--- src/design/ccbd_ram.sv ---
// Generic single-port synchronous RAM with a registered read.
module ccbd_ram #(
  parameter int unsigned Width = 8,
  parameter int unsigned Depth = 256
) (
  input  logic                     clk_i,
  input  logic                     en_i,
  input  logic                     we_i,
  input  logic [$clog2(Depth)-1:0] addr_i,
  input  logic [Width-1:0]         wdata_i,
  output logic [Width-1:0]         rdata_o
);

  logic [Width-1:0] mem_q [Depth];
  logic [Width-1:0] rdata_q;

  always_ff @(posedge clk_i) begin
    if (en_i) begin
      if (we_i) begin
        mem_q[addr_i] <= wdata_i;
      end
      rdata_q <= mem_q[addr_i];
    end
  end

  assign rdata_o = rdata_q;

endmodule

--- config.mk ---
export PLATFORM = sky130hd
export DESIGN_NAME = ccbd_ram
export DESIGN_NICKNAME = d
export VERILOG_FILES = /design/src/design/ccbd_ram.sv
export SDC_FILE = /design/constraint.sdc
export NUM_CORES = 2
export LEC_CHECK = 0
export BUFFER_PORTS_ARGS = -buffer_cell sky130_fd_sc_hd__buf_4
export CAP_MARGIN = 10
export CORE_MARGIN = 4
export CORE_UTILIZATION = 48
export DETAILED_ROUTE_END_ITERATION = 7
export SLEW_MARGIN = 30
export SYNTH_ARGS = -nofsm -noshare
export SYNTH_HDL_FRONTEND = slang
export SYNTH_SLANG_ARGS = --single-unit
--- constraint.sdc ---
create_clock -name clk_i -period 3.52 [get_ports clk_i]
set_input_delay 0.352 -clock clk_i [delete_from_list [all_inputs] [get_ports clk_i]]
set_output_delay 0.352 -clock clk_i [all_outputs]
set_load 0.005 [all_outputs]
==> results_dict.tcl <==
set metrics [dict create \
    status "completed" \
    synth.yosys.seq_area_share_pct 78.8 \
    post_synth_instance_area_sq_mm 0.0784 \
    hold_depth 1 \
    critical_path.cell_chain "mux4_2 > a22oi_1 > a21oi_1 > o41ai_1 > nand4_1" \
    critical_path_buf_inv_count 0 \
    critPathRequiredTime_ns 4.04 \
    track_usage_pct 23.5 \
    final-setup-viol-count 0 \
    p_sw_share_pct 21.0 \
    max_cap_viol_count 0 \
    first_global_vias 39200 \
    grt_pass1_wl_mm 287 \
    vias 38600 \
    critPathSlowestCell "o41ai_1" \
    static-leakage-power_nw 28.7 \
    worstMarginPinSlew_ns 1.10 \
    synth.avg_cell_area_sq_um 22.2 \
    yosysWarningCount 0 \
    worstSkewPairLatency_ns 0.83 \
    timing.setup.tns_ns 0 \
    cts_buffer_depth 3 \
    maximum_number_of_pins_on_one_net_before_global_route_repair 132 \
    hold_viol_final 0 \
    sequential_power_share_pct 54.0 \
    regToRegStartpoint "mem_q[51][2]" \
    period_utilisation_layout_pct 84.7 \
    slew-limit-headroom_pct 26.0 \
    rsz0062_at_grt "no" \
    vdd.ir_drop.worst_mv 0.589 \
    cell_internal_pwr_mw 39.5 \
    share_of_cells_above_drive_strength_1_pct 32.0 \
    setup.worst_path.start_class "flip-flop" \
    r2r_end "rdata_o[2]" \
    floorplan.die_area_sq_mm 0.170 \
    drcViolationCount 0 \
    synth.net_count 3544 \
    setup.worst_path.class "reg2reg" \
    detail_route.vias_per_cell 6.04 \
    postLayoutCoreUtil_pct 56.2 \
    drtPass1Iterations 7 \
    post_route_antenna_net_violation_count 0 \
    max_stage_delay_ns 1.05 \
    grt_overflow_total 0 \
    synth_largest_area_cell "edfxtp_1" \
    netSwitchingPower_mw 10.5 \
    netlist_top_cells_area "edfxtp_1, mux4_2, a22oi_1" \
    hold_class "in2reg" \
    dpl.hpwl_mm 122 \
    power_density_mw_per_mm2 548 \
    holdPathEnd "mem_q[81][7]" \
    clock_sink_count 2056 \
    ys_types 21 \
    min_from "wdata_i[7]" \
    finalMaxSlewViolations 0 \
    post_cts_resized 0 \
    reg2reg_depth 5 \
    route.final.wire_length_mm 196 \
    initial_core_util_pct 48.2 \
    die-height_um 412 \
    max_freq_mhz 336 \
    placedCellCount 6008 \
    cts.clk_slew.worst_paths_ns 0.06 \
    finalWorstPathRequiredPeriod_ns 2.98 \
    areaGrowthSynthToFinish_pct 16.6 \
    fin_worst_skew_ns 0.0360 \
    synth.ff_latch_count 2056 \
    clock_tree.root_cell "clkbuf_16" \
    layout.cells.non_filler 6390 \
    die_width_um 412 \
    postCtsSetupRepairBufs 0 \
    detail_routed_net_length_per_standard_cell_um 30.7 \
    cp.arrival_ns 3.50 \
    cts.hold.buffers_added 2 \
    setup.reg_to_reg.worst_slack_ns 0.54 \
    placed_area_sq_mm 0.0850 \
    nNetsFinal 4059 \
    synth_top_area_share_pct 78.8 \
    numCtsBuffers 203 \
    postLayoutCellArea_sq_mm 0.0914 \
    timing.critical_path.to_type "flip-flop" \
    cts-htree-levels 4 \
    path_max_fanout 1 \
    grt_antenna_before_repair 5 \
    power_frac_comb_pct 4.8 \
    drt-initial-drc-count 4679 \
    postSynthCellCount 3525 \
    core_area_sq_mm 0.163 \
    cpLargestDelayFamily "compound AO/OA/AOI/OAI gates" \
    clockPowerShare_pct 41.3 \
    numPortBuffers 26 \
    tritoncts "done" \
    boundaryPins 27 \
    globalplace.congestion 0.813 \
    rows 148 \
]
==> layer usage <==
metal	up-vias	global-route usage (%)	share of wire (%)
li1	16000	-	-
met2	1567	36.6	48
met3	247	4.42	7.8
met4	0	5.61	2.1
met5	-	0	0
met1	20700	35.0	42
==> worst max path at each step <==
| stage | start | endpoint | slack, ns | cells past startpoint |
|---|---|---|---|---|
| 3_5_place_dp | addr_i[0] | rdata_o[1] | -0.24 | 9 |
| 3_3_place_gp | addr_i[0] | rdata_o[5] | -0.20 | 9 |
| 5_1_grt | mem_q[58][2] | rdata_o[2] | 0.53 | 5 |
| 4_1_cts | mem_q[191][1] | rdata_o[1] | 0.56 | 6 |
| 2_1_floorplan | addr_i[0] | mem_q[105][0] | 0.91 | 8 |
| 6_report | mem_q[51][2] | rdata_o[2] | 0.54 | 5 |
==> cells in the mapped netlist <==
library cell and instances:
nand2_1 30, or2_2 1, nor3b_1 2, nor2_1 259
and4_1 1, buf_4 12, and2_1 2, edfxtp_1 2056
buf_6 8, a22oi_1 256, buf_2 39, o41ai_1 32
nor2b_1 6, a21oi_1 128, clkbuf_1 143, nor3_1 1
nand4_1 8, nand3_1 4, buf_1 23, mux4_2 512
nand2b_1 2
==> through the flow <==
stage	hold slack [ns]	setup slack (ns)	total power [mW]
after floorplan	0.451	0.908	28.7
after CTS	0.0288	0.557	50.5
after detailed placement	0.801	-0.241	29.9
after global placement	0.799	-0.195	29.9
final	0.0563	0.540	50.0
after global routing	0.0447	0.533	51.7
==> final cells by class <==
class | instances | area (sq um)
fillers | 12200 | 71200
flip-flops and latches | 2056 | 61700
multi-input cells | 1244 | 15700
clock buffers | 258 | 5350
repair buffers | 535 | 4820
well taps | 2175 | 2720
clock inverters | 117 | 981
diodes | 5 | 12.5
==> cell families after synthesis <==
group	count (synthesis)	synth area share, %
AND/OR/NAND/NOR	316	1.60
AO/OA/AOI/OAI	416	3.63
multiplexers	512	14.7
buffers and inverters	225	1.27
flip-flops	2056	78.8
==> registers in the layout (all words and copies together), names as in the netlist <==
signal,count
mem_q,2048
rdata_o,8
==> power groups by stage <==
| stage | registers (mW) | clock network, mW | logic (mW) |
|---|---|---|---|
| 2_1_floorplan | 27.5 | 0 | 1.16 |
| 3_3_place_gp | 27.5 | 0 | 2.38 |
| 3_5_place_dp | 27.5 | 0 | 2.40 |
| 4_1_cts | 27.0 | 21.1 | 2.41 |
| 5_1_grt | 27.0 | 22.2 | 2.52 |
| 6_report | 27.0 | 20.7 | 2.38 |
==> cell usage in the layout (no fill, tap or decap), drive strengths merged, types with 2 or more instances in the layout <==
cell type    synthesis  final
nand3                4      4
nor2               259    259
clkinvlp             0      7
mux4               512    512
nand2b               2      2
buf                 82    533
nor2b                6      6
diode                0      5
bufinv               0     12
a21oi              128    128
edfxtp            2056   2056
nand4                8      8
inv                  0      4
and2                 2      2
o41ai               32     32
dlygate4sd3          0      2
nor3b                2      2
nand2               30     30
clkbuf             143    258
a22oi              256    256
clkinv               0     94
(Power assumes the default switching activity.)
